File: config.mk
export PLATFORM = sky130hd
export DESIGN_NAME = splh_ctrl
export DESIGN_NICKNAME = d
export VERILOG_FILES = /design/src/rtl/splh_pkg.sv /design/src/rtl/splh_ctrl.sv
export SDC_FILE = /design/constraint.sdc
export NUM_CORES = 1
export LEC_CHECK = 0
export BUFFER_PORTS_ARGS = -buffer_cell sky130_fd_sc_hd__buf_2
export CAP_MARGIN = 20
export CORE_AREA = 2 2 39 41
export CTS_BUF_LIST = sky130_fd_sc_hd__clkbuf_4 sky130_fd_sc_hd__clkbuf_8
export DETAILED_ROUTE_END_ITERATION = 8
export DIE_AREA = 0 0 41 43
export HOLD_SLACK_MARGIN = 0.12
export PLACE_DENSITY = 0.73
export REMOVE_ABC_BUFFERS = 1
export SLEW_MARGIN = 20
export SYNTH_ARGS = -nofsm -noshare
export SYNTH_HDL_FRONTEND = slang
export SYNTH_SLANG_ARGS = --single-unit
File: constraint.sdc
create_clock -name clock -period 1.7 [get_ports clock]
set_input_delay 0.255 -clock clock [delete_from_list [all_inputs] [get_ports clock]]
set_output_delay 0.255 -clock clock [all_outputs]
set_load 0.03 [all_outputs]
File: src/rtl/splh_pkg.sv
// Shared types and constants of the slab point locate histogram core.
package splh_pkg;

   localparam int MAX_DIVIDERS_DEF = 4096;
   localparam int COORD_BITS_DEF   = 20;
   localparam int COUNT_BITS_DEF   = 20;

   localparam int CSR_INDEX_W = 2;

   localparam logic STATUS_OK       = 1'b0;
   localparam logic STATUS_BAD_SLOT = 1'b1;

   typedef enum logic [1:0] {
      OP_LOAD     = 2'd0,
      OP_CLASSIFY = 2'd1,
      OP_READ     = 2'd2,
      OP_CLEAR    = 2'd3
   } op_type;

   typedef enum logic [CSR_INDEX_W-1:0] {
      CSR_DIV_COUNT = 2'd0,
      CSR_LEFT_X    = 2'd1,
      CSR_TOP_Y     = 2'd2,
      CSR_BOTTOM_Y  = 2'd3
   } csr_index_type;

   typedef struct packed {
      logic capture;
      logic search_rd;
      logic search_mul;
      logic search_cmp;
      logic cnt_wr;
      logic clr_wr;
      logic out_load;
   } dp_cmd_type;

   typedef struct packed {
      op_type op;
      logic   read_bad;
      logic   search_more;
      logic   clr_last;
   } dp_sts_type;

endpackage

File: src/rtl/splh_ctrl.sv
// Sequencing state machine of the slab point locate histogram core.
module splh_ctrl
   import splh_pkg::*;
(
   input  logic       clock,
   input  logic       reset,
   input  logic       req_valid,
   output logic       req_stall,
   output logic       rsp_valid,
   input  logic       rsp_stall,
   input  dp_sts_type sts,
   output dp_cmd_type cmd
);

   typedef enum logic [7:0] {
      ST_CLEAR    = 8'b0000_0001,
      ST_IDLE     = 8'b0000_0010,
      ST_SRCH_RD  = 8'b0000_0100,
      ST_SRCH_MUL = 8'b0000_1000,
      ST_SRCH_CMP = 8'b0001_0000,
      ST_CNT_RD   = 8'b0010_0000,
      ST_CNT_WR   = 8'b0100_0000,
      ST_RESP     = 8'b1000_0000
   } state_type;

   state_type state_ff, state_in;
   logic      respond_ff, respond_in;
   logic      rsp_valid_ff, rsp_valid_in;
   logic      accept;
   logic      out_load;

   assign req_stall = (state_ff != ST_IDLE);
   assign rsp_valid = rsp_valid_ff;
   assign accept    = req_valid && !req_stall;
   assign out_load  = (state_ff == ST_RESP) && (!rsp_valid_ff || !rsp_stall);

   always_comb begin
      cmd            = '0;
      cmd.capture    = accept;
      cmd.search_rd  = (state_ff == ST_SRCH_RD) && sts.search_more;
      cmd.search_mul = (state_ff == ST_SRCH_MUL);
      cmd.search_cmp = (state_ff == ST_SRCH_CMP);
      cmd.cnt_wr     = (state_ff == ST_CNT_WR);
      cmd.clr_wr     = (state_ff == ST_CLEAR);
      cmd.out_load   = out_load;
   end

   always_comb begin
      state_in   = state_ff;
      respond_in = respond_ff;
      unique case (state_ff)
         ST_CLEAR: begin
            if (sts.clr_last) begin
               state_in = respond_ff ? ST_RESP : ST_IDLE;
            end
         end
         ST_IDLE: begin
            if (accept) begin
               unique case (sts.op)
                  OP_LOAD:     state_in = ST_RESP;
                  OP_CLASSIFY: state_in = ST_SRCH_RD;
                  OP_READ:     state_in = sts.read_bad ? ST_RESP : ST_CNT_RD;
                  OP_CLEAR: begin
                     state_in   = ST_CLEAR;
                     respond_in = 1'b1;
                  end
                  default:     state_in = ST_RESP;
               endcase
            end
         end
         ST_SRCH_RD:  state_in = sts.search_more ? ST_SRCH_MUL : ST_CNT_RD;
         ST_SRCH_MUL: state_in = ST_SRCH_CMP;
         ST_SRCH_CMP: state_in = ST_SRCH_RD;
         ST_CNT_RD:   state_in = ST_CNT_WR;
         ST_CNT_WR:   state_in = ST_RESP;
         ST_RESP: begin
            if (out_load) begin
               state_in = ST_IDLE;
            end
         end
         default:     state_in = ST_IDLE;
      endcase
   end

   // The output register is refilled in the same cycle that its item is taken.
   always_comb begin
      if (out_load) begin
         rsp_valid_in = 1'b1;
      end else if (!rsp_stall) begin
         rsp_valid_in = 1'b0;
      end else begin
         rsp_valid_in = rsp_valid_ff;
      end
   end

   always_ff @(posedge clock) begin
      if (reset) begin
         state_ff     <= ST_CLEAR;
         respond_ff   <= 1'b0;
         rsp_valid_ff <= 1'b0;
      end else begin
         state_ff     <= state_in;
         respond_ff   <= respond_in;
         rsp_valid_ff <= rsp_valid_in;
      end
   end

endmodule

# Yosys cells after proc, flatten, opt, wreduce, memory -nomap -nowiden
# Index checks and enable logic that the tools add are counted.
# totals
register_bits	10
input_bits	9
out_inout_bits	9
word_cells	39
# classes
eq_ne	16
n_mux	10
reduce_logical	10
# op_table
cell	n
case mux 8 bit (8 select lines)	1
two-way mux 8 bit	5
case mux 8 bit (4 select lines)	1
== test 8 x 1 -> 1 bit (second input constant)	1
== test 8 x 2 -> 1 bit (second input constant)	1
== test 8 x 3 -> 1 bit (second input constant)	1
== test 8 x 4 -> 1 bit (second input constant)	1
== test 8 x 5 -> 1 bit (second input constant)	1
== test 8 x 6 -> 1 bit (second input constant)	1
== test 8 x 7 -> 1 bit (second input constant)	1
== test 8 bit (second input constant)	1
!= test 8 x 2 -> 1 bit (second input constant)	1
two-way mux 6 bit	1
!= test 2 bit (second input constant)	3
AND reduction 3 bit	2
== test 2 bit (second input constant)	2
logical AND 1 bit	3
logical NOT 1 bit	3
== test 2 x 1 -> 1 bit (second input constant)	1
logical NOT 2 bit	1
two-way mux 1 bit	2
!= test 2 x 1 -> 1 bit (second input constant)	1
logical OR 1 bit	1

# Longest topological paths before layout
# Gate-level depths: netlist of run 1.
# depth
depth_word	5
mapped_depth	4
mapped_depth_nobuf	4

# Worst setup path before layout of run 1
# OpenSTA, ideal clock, no wires.
# synth_timing
kind	register to output
from	reg state_ff[2]
to	out cmd[4] (netlist bit)
arrival_time_ns	1.688
required_ns	1.445
slack_ns	-0.243
stages_incl_launch_ff	4
n_path_buf	0
path_cell_list	dfxtp_1 -> nor4_4 -> nand2_1 -> nor3b_1
# synth_rtl
item	line	rtl
start, declared	splh_ctrl.sv:26	state_type state_ff, state_in;
start signal, assigned	splh_ctrl.sv:102	state_ff <= state_in;
end, declared	splh_ctrl.sv:12	output dp_cmd_type cmd

==> reports/metrics.cfg, run 1 <==
[timing]
finalSetupViolCount=6
drv_slew=0
rsz0062_at_grt=yes
skew_ps=6.36
setup_ws_ps=-105
final_hold_viol_count=0
worst_slew_pin_slew_ps=268
fmax_ghz=0.554
fin_crit_ps=1810
final.setup.tns_ps=-362
finalCritPeriodShare_pct=106
slew_headroom_pct=82.1

[clock_tree]
cts_buffers=3
cts_tree=built
clk_pin_slew_worst_paths_ps=60
hold_buffers=0
htreeDepth=1
clockBufferDepth=2
cts.sinks=10
insertion_delay_ps=270
cts-root-buf=clkbuf_4

[floorplan]
coreArea_um2=1380
rows=14
die_x_um=41
die_area_um2=1760
die_h_um=43
io_pins=18
start_util_pct=45.5

[setup_path]
critPathSlowestCell=dfxtp_4
worst_setup_path_end_kind=primary output
worstPathMaxFanout=3
critPathLaunchType=register
cp.arrival_ps=1550
worstPathRequired_ps=1440
crit_chain=nor4_4, buf_4, nand4b_4, nor2_4, buf_6
worstSetupPathType=reg2out
critical_path.max_stage_delay_ps=360

[final_layout]
final_util_pct=73.0
final_common_cell=buf_4
diodes=0
drive_gt1_share_pct=59.3
area_growth_pct=60.4
design_area_um2=1010
fin_nets=119
mostFrequentLayoutCells=17 x buf_4, 10 x buf_2, 7 x buf_6
fill_cells=102

[yosys]
ys_ff_latch=10
synthCells=73
netlist_area_um2=629
yosysWarnings=0
syn_avg_cell_area_um2=8.62
synth_cell_types=32
ys_seq_area_share_pct=31.8

[detailed_routing]
drt-initial-drc-count=10
totalWireLength_mm=1.83
drt_pass1_iterations=4
drc=0
wire_per_inst_um=14.7
routed_via_density=5.66
drtAntennaViolNets=0
vias=702

[power]
p_leak_nw=0.450
ir_worst_vdd_mv=0.433
p_per_area_nw_per_um2=650
totalPowerFinal_mw=0.656

[hold_path]
min_path_type=in2reg

[grt]
grt_max_degree=7
globalRouteMet3Util_pct=9.42
grt_pass1_vias=624
grt_pass1_wl_mm=2.67
grt.total_usage_pct=22.7
use_met1_pct=27.1
grt_overflow=0
busiest_layer=met2
grt_antenna_before_repair=0
met2_usage_pct=35.9

[placement]
post_dp_cell_area_um2=772
gp_congestion=0.912
dp_hpwl_mm=1.15
dp_slack_ps=78.6
portBuffers=17

[outcome]
outcome=complete, but fails checks
violations=negative setup slack

[flow_run]
drv_cap=0

[routing by layer]
| layer | vias up | wire, um |
|---|---|---|
| met1 | 328 | 725 |
| met5 | - | 0 |
| li1 | 342 | - |
| met2 | 25 | 948 |
| met3 | 7 | 100 |
| met4 | 0 | 53 |
[kinds of logic (layout without fill, tap and decap cells)]
family                 after synthesis  in the layout  synth area share, %
AO/OA/AOI/OAI                       15             15                 18.1
buffers and inverters                7             42                 5.37
AND/OR/NAND/NOR                     39             39                 41.9
XOR/XNOR                             2              2                 2.78
flip-flops                          10             10                 31.8
[registers in the layout, summed over array words and instances, names as in the netlist]
name and count:
rsp_valid 1, respond_ff 1, state_ff 8
[per-stage QoR]
step	instances	hold slack [ps]
6_report	124	242
5_1_grt	124	253
4_1_cts	120	233
3_5_place_dp	111	478
3_3_place_gp	111	476
2_1_floorplan	71	317
[critical path, delay by kind of cell (launching register included)]
kind / cells / cell delay [ps]
and+or+nand+nor: 3 / 590
DFF: 1 / 360
buffers and inverters: 2 / 330
[path summary, 6_finish.rpt]
path / from / to / slack (ps) / cells after the start
max: state_ff[2] / cmd[6] / -110 / 5
min: reset / respond_ff / 240 / 2
min reg2reg: respond_ff / respond_ff / 500 / 2
max reg2reg: state_ff[2] / state_ff[1] / 0 / 7
[cells in the mapped netlist]
cell type	count	area, um2
dfxtp_1	10	200
nor2_1	9	33.8
nand2_1	7	26.3
inv_1	5	18.8
a21oi_1	3	15.0
nand3_1	3	15.0
nor2b_1	3	18.8
buf_4	2	15.0
nand2b_1	2	12.5
nor3b_1	2	15.0
nor4b_1	2	17.5
o211ai_1	2	15.0
o21ai_0	2	10.0
o32ai_1	2	17.5
xor2_1	2	17.5
a21oi_2	1	8.76
a31oi_1	1	6.26
a32oi_1	1	8.76
and2_1	1	6.26
and3_1	1	6.26
and4_1	1	8.76
and4_4	1	11.3
nand4b_1	1	8.76
nand4b_4	1	23.8
nor3_1	1	5.00
nor3_2	1	10.0
nor4_2	1	12.5
nor4_4	1	21.3
o221a_1	1	11.3
o22a_2	1	10.0
o32a_2	1	11.3
or3_4	1	11.3
[power by group]
group	internal, mW	switching [mW]	total (mW)
registers	0.240	0.0100	0.250
clock network	0.0819	0.0811	0.163
logic	0.124	0.119	0.243
[cell type report]
class                           instances  area (um2)  area share (%)
Inverter                                5        18.8            1.86
Timing Repair Buffer                   34         256            25.4
Sequential cell                        10         211            20.9
Multi-Input combinational cell         56         480            47.6
Tap cell                               16        20.0            1.98
Clock buffer                            3        22.5            2.23
[timing repair]
item / CTS / global route
buffers inserted: 6 / 5
pin swaps: 3 / 4
endpoints found under the setup margin: 8 / 12
gates resized for setup: 13 / 28
No activity file was read; power rests on OpenSTA's default activity.
==> run 2: changes to the inputs <==
- RECOVER_POWER: not set -> 25
- SLEW_MARGIN: 20 -> 10
- clock period: 1.7 -> 1.9 ns (I/O delays scaled with it)
==> reports/metrics.cfg, run 2 (same netlist as run 1, synthesis figures left out) <==
[power]
ir_worst_vdd_mv=0.374  ; was 0.433 mV
p_leak_nw=0.405  ; was 0.450 nW
p_per_area_nw_per_um2=676  ; was 650 nW/um2

[placement]
gp_congestion=0.860  ; was 0.912
dp_hpwl_mm=1.17  ; was 1.15 mm
portBuffers=17  ; unchanged
dp_slack_ps=166  ; was 78.6 ps
dp.cells=107  ; was 111

[setup_path]
r2r-start=state_ff[0]  ; was state_ff[2]
rrSetupSlack_ps=120  ; was 0 ps
rr_worst_depth=7  ; unchanged
worstSetupPathType=reg2out  ; unchanged
worstPathRequired_ps=1620  ; was 1440 ps
cp.arrival_ps=1590  ; was 1550 ps
worstPathMaxFanout=6  ; was 3
critPathLaunchType=register  ; unchanged
r2r_end=state_ff[7]  ; was state_ff[1]
worst_setup_path_end_kind=primary output  ; unchanged

[timing]
skew_ps=3.04  ; was 6.36 ps
final.setup.tns_ps=0  ; was -362 ps
setup_ws_ps=24.4  ; was -105 ps
drv_slew=0  ; unchanged
fmax_ghz=0.533
worst_slew_pin_slew_ps=375  ; was 268 ps
finalCritPeriodShare_pct=98.7
whs_ps=256  ; was 242 ps
fin_crit_ps=1880
finalSetupViolCount=0  ; was 6
rsz0062_at_grt=yes  ; unchanged
final_hold_viol_count=0  ; unchanged
slew_headroom_pct=74.8  ; was 82.1%

[detailed_routing]
drc=0  ; unchanged
wire_per_inst_um=14.2  ; was 14.7 um
drt-initial-drc-count=28  ; was 10
vias=664  ; was 702
routed_via_density=5.53  ; was 5.66
totalWireLength_mm=1.71  ; was 1.83 mm
drtAntennaViolNets=0  ; unchanged
drt_pass1_iterations=4  ; unchanged

[hold_path]
worstHoldEndpoint=respond_ff  ; unchanged
min_path_type=in2reg  ; unchanged
hold_start=reset  ; unchanged
min_path_cells=2  ; unchanged

[grt]
grt_pass1_wl_mm=2.50  ; was 2.67 mm
grt_pass1_vias=567  ; was 624
grt_max_degree=10  ; was 7
grt_overflow=0  ; unchanged
grt_antenna_before_repair=0  ; unchanged
grt.total_usage_pct=21.4  ; was 22.7%

[final_layout]
fin_cells=120  ; was 124
diodes=0  ; unchanged
top_register=state_ff  ; unchanged
drive_gt1_share_pct=44.2  ; was 59.3%
final_common_cell=buf_4  ; unchanged
largest_reg_flops=8  ; unchanged
final_util_pct=62.8  ; was 73.0%
mostFrequentLayoutCells=15 x buf_4, 13 x buf_2, 9 x nor2_1  ; was 17 x buf_4, 10 x buf_2, 7 x buf_6
fin_nets=114  ; was 119
area_growth_pct=38.2  ; was 60.4%

[clock_tree]
insertion_delay_ps=270  ; about the same
clk_pin_slew_worst_paths_ps=70  ; was 60 ps
cts_tree=built  ; unchanged
htreeDepth=1  ; unchanged
cts-root-buf=clkbuf_4  ; unchanged
cts_buffers=3  ; unchanged
cts.sinks=10  ; unchanged
clockBufferDepth=2  ; unchanged

[floorplan]
start_util_pct=45.5  ; unchanged
die_area_um2=1760  ; unchanged
die_x_um=41  ; unchanged
coreArea_um2=1380  ; unchanged
io_pins=18  ; unchanged
rows=14  ; unchanged
die_h_um=43  ; unchanged

[flow_run]
drv_cap=0  ; unchanged

[outcome]
outcome=complete, no violations  ; was complete, but fails checks

==> run 2: final cells by class <==
cell class / count / area [um2]
Tap cell: 16 / 20.0
Clock buffer: 4 / 36.3
Sequential cell: 10 / 209
Timing Repair Buffer: 29 / 185
Inverter: 5 / 18.8
Fill cell: 123 / 514
Multi-Input combinational cell: 56 / 400
==> run 2: timing repair <==
action,CTS,global route
setup endpoints to repair,5,8
hold buffers,0,0
gates resized for setup,2,9
gates cloned,0,0
setup buffers,2,7
pin swaps,1,4
hold endpoints to repair,0,0
==> run 2: layer usage <==
layer	wire length, um	track usage [%]	vias to the layer above
met4	25	6.00	0
met1	706	26.9	302
met2	860	32.2	28
met3	116	9.42	4
li1	-	-	330
met5	0	0	-
==> run 2: power breakdown <==
part | total (mW) | internal [mW] | switching [mW] | leakage [nW]
registers | 0.230 | 0.216 | 0.0136 | 0.0825
logic | 0.164 | 0.0803 | 0.0841 | 0.302
clock network | 0.194 | 0.116 | 0.0772 | 0.0210
==> run 2: critical path, stage by stage (launching register included) <==
cell      delay [ps]
dfxtp_4          360
nor4_4           340
buf_4            190
nand4b_4         130
nor2_1           130
buf_4            160
==> run 2: worst max-delay path by stage <==
stage / cells after the start / from / to
finish: 5 / state_ff[0] / cmd[6]
global placement: 4 / state_ff[2] / cmd[0]
detailed placement: 4 / state_ff[2] / cmd[0]
CTS: 5 / state_ff[0] / cmd[6]
global route: 5 / state_ff[0] / cmd[6]
floorplan: 3 / state_ff[2] / cmd[4]
==> run 2: metrics by stage <==
stage	power, mW	area (um2)
6_report	0.588	870
3_5_place_dp	0.368	742
2_1_floorplan	0.319	614
5_1_grt	0.617	870
3_3_place_gp	0.365	742
4_1_cts	0.573	798
